--- src/sv/mrd_pkg.sv ---
// shared types and constants for the minimum repeat distance block
package mrd_pkg;

    // fixed field widths of the ports
    localparam int VALUE_W  = 10;
    localparam int DIST_W   = 16;
    localparam logic [DIST_W-1:0] DIST_MAX = {DIST_W{1'b1}};

    // sequence epoch stored with every table entry; zero marks a cleared entry
    localparam int EPOCH_BITS = 8;
    localparam logic [EPOCH_BITS-1:0] EPOCH_CLEAR = '0;
    localparam logic [EPOCH_BITS-1:0] EPOCH_FIRST = EPOCH_BITS'(1);
    localparam logic [EPOCH_BITS-1:0] EPOCH_MAX   = {EPOCH_BITS{1'b1}};

    // result queue geometry
    localparam int Q_DEPTH    = 4;
    localparam int Q_PTR_BITS = 2;
    localparam int Q_CNT_BITS = 3;

    // one result item
    typedef struct packed {
        logic              found;
        logic [DIST_W-1:0] min_distance;
    } result_t;

endpackage

--- src/sv/mrd_result_q.sv ---
// four-entry result queue between the table pipeline and the output channel
module mrd_result_q (
    input  logic                            clk,
    input  logic                            rst_n,
    input  logic                            push,
    input  mrd_pkg::result_t                push_data,
    input  logic                            pop_stall,
    output mrd_pkg::result_t                head,
    output logic                            head_valid,
    output logic [mrd_pkg::Q_CNT_BITS-1:0]  count
);

    mrd_pkg::result_t                     ent_reg [mrd_pkg::Q_DEPTH];
    logic [mrd_pkg::Q_PTR_BITS-1:0]       wr_ptr_reg;
    logic [mrd_pkg::Q_PTR_BITS-1:0]       rd_ptr_reg;
    logic [mrd_pkg::Q_CNT_BITS-1:0]       count_reg;
    logic [mrd_pkg::Q_PTR_BITS-1:0]       wr_ptr_next;
    logic [mrd_pkg::Q_PTR_BITS-1:0]       rd_ptr_next;
    logic [mrd_pkg::Q_CNT_BITS-1:0]       count_next;
    logic                                 pop;

    assign head_valid = (count_reg != '0);
    assign head       = ent_reg[rd_ptr_reg];
    assign count      = count_reg;
    assign pop        = head_valid & ~pop_stall;

    // pointer and fill count update
    always_comb
    begin
        wr_ptr_next = wr_ptr_reg;
        rd_ptr_next = rd_ptr_reg;
        count_next  = count_reg;
        if (push)
        begin
            wr_ptr_next = wr_ptr_reg + 1'b1;
        end
        if (pop)
        begin
            rd_ptr_next = rd_ptr_reg + 1'b1;
        end
        case ({push, pop})
            2'b10:   count_next = count_reg + 1'b1;
            2'b01:   count_next = count_reg - 1'b1;
            default: count_next = count_reg;
        endcase
    end

    always_ff @(posedge clk or negedge rst_n)
    begin
        if (!rst_n)
        begin
            wr_ptr_reg <= '0;
            rd_ptr_reg <= '0;
            count_reg  <= '0;
        end
        else
        begin
            wr_ptr_reg <= wr_ptr_next;
            rd_ptr_reg <= rd_ptr_next;
            count_reg  <= count_next;
        end
    end

    // entry storage
    always_ff @(posedge clk)
    begin
        if (push)
        begin
            ent_reg[wr_ptr_reg] <= push_data;
        end
    end

endmodule

--- config.mk ---
export PLATFORM = sky130hd
export DESIGN_NAME = mrd_result_q
export DESIGN_NICKNAME = d
export VERILOG_FILES = /design/src/sv/mrd_pkg.sv /design/src/sv/mrd_result_q.sv
export SDC_FILE = /design/constraint.sdc
export NUM_CORES = 1
export LEC_CHECK = 0
export BUFFER_PORTS_ARGS = -buffer_cell sky130_fd_sc_hd__buf_4
export CAP_MARGIN = 20
export CORE_MARGIN = 1
export CORE_UTILIZATION = 43
export CTS_CLUSTER_SIZE = 40
export DETAILED_ROUTE_END_ITERATION = 8
export GPL_TIMING_DRIVEN = 0
export SLEW_MARGIN = 20
export SYNTH_ARGS = -nofsm -noshare
export SYNTH_HDL_FRONTEND = slang
export SYNTH_SLANG_ARGS = --single-unit
export TNS_END_PERCENT = 30
--- constraint.sdc ---
create_clock -name clk -period 2.39 [get_ports clk]
set_input_delay 0.478 -clock clk [delete_from_list [all_inputs] [get_ports clk]]
set_output_delay 0.478 -clock clk [all_outputs]
set_load 0.02 [all_outputs]
; ---- Word-level counts from Yosys, hierarchy flattened
; Memories as Yosys holds them, arrays and structs flattened.
; Cells that the tools add are included.
[word_totals]
inputBits = 21
memories = 1
regBits = 7
wordCells = 17
out_inout_bits = 21
mem_bits_rw = 68
[mem_list]
columns = name, words, width, read_ports, rd_clocked_by_memory_dff, write_ports, line
row1 = ent_reg, 4, 17, 1, 0, 1, mrd_result_q.sv:13  ; mrd_pkg::result_t ent_reg [mrd_pkg::Q_DEPTH];
[op_classes]
n_bitwise = 2
n_eq_ne = 2
mux = 3
n_addsub = 4
n_reduce_logical = 2
[op_table]
columns = cell, count
row1 = 3-bit case mux with 2 select lines, 1
row2 = 2-bit by 1-bit adder with 2-bit output (second input constant), 2
row3 = 3-bit by 1-bit adder with 3-bit output (second input constant), 1
row4 = 3-bit nonzero test, 1
row5 = 3-bit by 1-bit subtractor with 3-bit output (second input constant), 1
row6 = 2-bit by 1-bit equality test with 1-bit output (second input constant), 1
row7 = 2-bit equality test (second input constant), 1
row8 = 1-bit two-way mux, 2
row9 = 2-bit nonzero test, 1
row10 = 1-bit bitwise AND, 1
row11 = 1-bit inverter, 1

; ---- Logic depth before layout (Yosys ltp)
[depth]
word_depth = 4
depth_mapped = 8
mapped_depth_nobuf = 8

; ---- Worst setup path after synthesis
; No wires, ideal clock.
[synth_timing]
kind = register -> register
from = reg count_reg (netlist bit count[0])
to = reg count_reg (netlist bit count[2])
path_buffers = 0
slack_ps = 559
setup_time_ps = 80
period_less_slack_ps = 1831
path_stages_with_launch = 9
t_required_ps = 2310
arrival_time_ps = 1751
path_cell_list = dfrtp_1 > nor3_1 > nor2_1 > ha_1 > inv_1 > fa_1 > xor2_1 > nor2_1 > xor2_1
[synth_via]
elab_chain_cells = 4
word_cells_on_any_way = 8
cone_classes = add/sub: 2 / eq/ne: 2 / mux: 1 / bitwise: 1 / reduce/logical: 2
[synth_lines]
columns = element, line
row1 = start: declaration, mrd_result_q.sv:16  ; logic [mrd_pkg::Q_CNT_BITS-1:0] count_reg;
row2 = start signal: assignment, mrd_result_q.sv:60  ; count_reg <= count_next;
row3 = 3-bit nonzero test *, mrd_result_q.sv:22  ; assign head_valid = (count_reg != '0);
row4 = 1-bit bitwise AND *, mrd_result_q.sv:25  ; assign pop = head_valid & ~pop_stall;
row5 = net pop, mrd_result_q.sv:20  ; logic pop;
row6 = 2-bit by 1-bit equality test with 1-bit output / 2-bit equality test (equally long branches), mrd_result_q.sv:41  ; case ({push, pop})
row7 = 3-bit case mux with 2 select lines / 2-bit nonzero test (equally long branches), -
; The timed path passes the listed nets; every way through them passes the cells marked *.
; A chain may end at the register's enable or synchronous reset.

==> results by group <==
Detailed routing
  – Final WL: 4540 microns
  – 1st-iter DRT viols: 64
  – Via density: 5.10
  – Routed wire per std cell: 17.5 microns
  – Routed vias: 1326
  – Post-route ant nets: 0
  – First drt pass iteration count: 6
  – DRC viols: 6

Yosys
  – Synth cell count leaders: edfxtp_1, mux4_1, mux4_2, dfrtp_1, inv_1
  – EDFF count, synth: 68
  – Cells after synthesis: 126
  – Mux cell area share after synthesis: 14.7%
  – Synth Area in XOR/XNOR: 1.81%
  – Seq/Total Area, Yosys: 76.3%
  – Async SR Flop Fraction: 9.33%
  – Synth top area share: 70.3%
  – Largest area contributor in the synthesized netlist: edfxtp_1
  – Mapped cell area: 0.00291 sq mm
  – Synth unique cells: 19
  – Compound-cell area share of the yosys netlist: 0.172%
  – Post-synthesis simple-gate area fraction: 1.85%
  – Synth area leaders: edfxtp_1, mux4_1, mux4_2
  – Syn. warnings: 0
  – Mapped Avg Cell Area: 23.1 sq um
  – Count leader, synth: edfxtp_1
  – Synth Net Count: 153
  – Synth Area in Adders: 2.84%
  – Ys flop type: edfxtp_1
  – Register bit count reported by yosys: 75
  – Largest family of logic cells by synthesized area: multiplexers

Place
  – Placed instance area: 0.00331 sq mm
  – Pre-CTS setup slack: 0.470 ns
  – Port Buf Inserts: 41
  – DPL Wire Length: 2900 microns
  – RD Place Congestion: 0.653

Hold path
  – Hold Crit Class: input port to flop
  – Hold endpoint: ent_reg[3][15]$_DFFE_PP_
  – Hold path startpoint: push_data[15]
  – Hold depth: 1

Critical path
  – Most frequent cell on the critical path: buf_2
  – CP peak stage delay: 0.36 ns
  – Flop2flop setup slack: 0.51 ns
  – Crit-path cells: buf_2 > buf_2 > mux4_2 > buf_4
  – CP required: 1.91 ns
  – Cells on worst reg2reg path: 8
  – Critical R2R Capture: count[2]$_DFFE_PN0P_
  – Critical Path AT: 1.73 ns
  – Crit path max fanout: 10
  – CP max-delay cell: mux4_2
  – Worst R2R Start: count[0]$_DFFE_PN0P_
  – Crit start category: flop
  – Endpoint class of the critical path: output pin
  – CP Class: flop to output pin

Global routing
  – GRT Total Usage: 14.8%
  – Initial antenna violation count: 0
  – Vias in the first global route: 1496
  – Aggregate global routing overflow: 0
  – Largest net degree at the start of global routing: 18
  – First-pass GRT wire length: 7510 microns

Floorplanning
  – I/O Pins: 42
  – Site Rows: 29
  – Die area: 0.00709 sq mm
  – Die Height: 84.2 microns
  – Placeable Area: 0.00642 sq mm
  – Initial Utilization: 45.2%
  – Die Width: 84.2 microns

Timing
  – Setup TNS: 0 ns
  – # setup viols final: 0
  – Final Cycle Share: 92.2%
  – Unrepaired setup endpoints after global routing: no
  – Setup ws final: 0.186 ns
  – Final hold violation count: 0
  – Clock skew: 0.00348 ns
  – Max Freq: 0.454 GHz
  – Max_slew headroom: 39.6%
  – Tmin final: 2.20 ns
  – Worst-Margin Slew: 0.906 ns
  – Slew Viols, Final: 0

Pwr
  – Power Density: 1220 mW/mm^2
  – Leak: 1.29 nW
  – Peak VDD IR: 633 uV

Outcome
  – Failing checks: DRC
  – Status: finished, violations left

Layout
  – Design area: 0.00349 sq mm
  – Max FFs per register: 68
  – Area grow syn2layout: 20.2%
  – Footprint of the multi-input gates: 621 sq um
  – Fin nets: 206
  – # diodes: 0
  – Layout cells sized above 1: 35.5%
  – Register area: 0.00222 sq mm
  – FILL cells: 498

Run
  – Max-cap viol count: 0

Clock network
  – Root Driver: clkbuf_8
  – Clock sinks: 75
  – Clock Path Buffers: 2
  – H-tree levels: 3
  – Total CTS buffers: 9
  – Worst-path clk slew: 0.07 ns
  – Clock Latency Late Sink: 0.33 ns
  – CTS tree: done
  – CTS resizes: 0
## per-stage QoR
stage / cells / util (%) / hold slack, ns / power (mW)
floorplan: 126 / - / 0.182 / 2.86
global placement: 244 / 51.5 / 0.294 / 3.39
detailed placement: 244 / 51.5 / 0.297 / 3.44
CTS: 260 / 54.4 / 0.329 / 4.32
global route: 260 / 54.4 / 0.325 / 4.50
finish: 260 / 54.4 / 0.346 / 4.25
## cell type report
class	count	share of cell area (%)
inverter	7	0.752
tap	77	2.76
clock buffer	11	3.76
sequential	75	63.5
buffer	4	1.18
multi-input combinational	40	17.8
timing repair buffer	42	9.10
clock inverter	4	1.22
## kinds of logic after synthesis
group           Yosys count
mux                      18
flops                    75
simple gates              9
compound gates            1
fa+ha+maj                 6
xor+xnor                  6
buf+inv                  11
## worst max path at each step
stage	from	end
CTS	rd_ptr_reg[1]$_DFFE_PN0P_	head[14]
global placement	pop_stall	count[2]$_DFFE_PN0P_
finish	rd_ptr_reg[1]$_DFFE_PN0P_	head[14]
global route	rd_ptr_reg[1]$_DFFE_PN0P_	head[14]
floorplan	count[0]$_DFFE_PN0P_	count[2]$_DFFE_PN0P_
detailed placement	pop_stall	count[2]$_DFFE_PN0P_
## what timing repair did
| item | 4_1_cts | 5_1_grt |
|---|---|---|
| endpoints found under the hold margin | 7 | 0 |
| setup buffers | 0 | 0 |
| hold buffers | 1 | 0 |
## power by group
part	internal [mW]	total (mW)	switching, mW	leakage [nW]
logic	0.727	1.54	0.817	0.500
registers	1.74	1.83	0.0885	0.707
clock network	0.469	0.876	0.407	0.0882
## critical path, delay by kind of cell, from the launching register on
| kind | cells | cell delay, ns |
|---|---|---|
| flip-flops | 1 | 0.32 |
| multiplexers | 1 | 0.36 |
| buffers and inverters | 3 | 0.72 |
## per-layer routing
layer / share of wire, % / global-route usage, % / vias up
li1: - / - / 612
met2: 52 / 24.7 / 30
met1: 42 / 17.7 / 677
met5: 0 / 0 / -
met4: 1.6 / 6.11 / 0
met3: 4.3 / 5.01 / 7
## layout by cell type (no fill, tap or decap), types with 4 or more instances in the layout
master,instances
edfxtp_1,68
buf_4,41
mux4_1,9
clkbuf_8,9
mux4_2,8
inv_1,7
dfrtp_1,7
xor2_1,5
ha_1,5
and2_1,4
No activity file was read; power rests on OpenSTA's default activity.
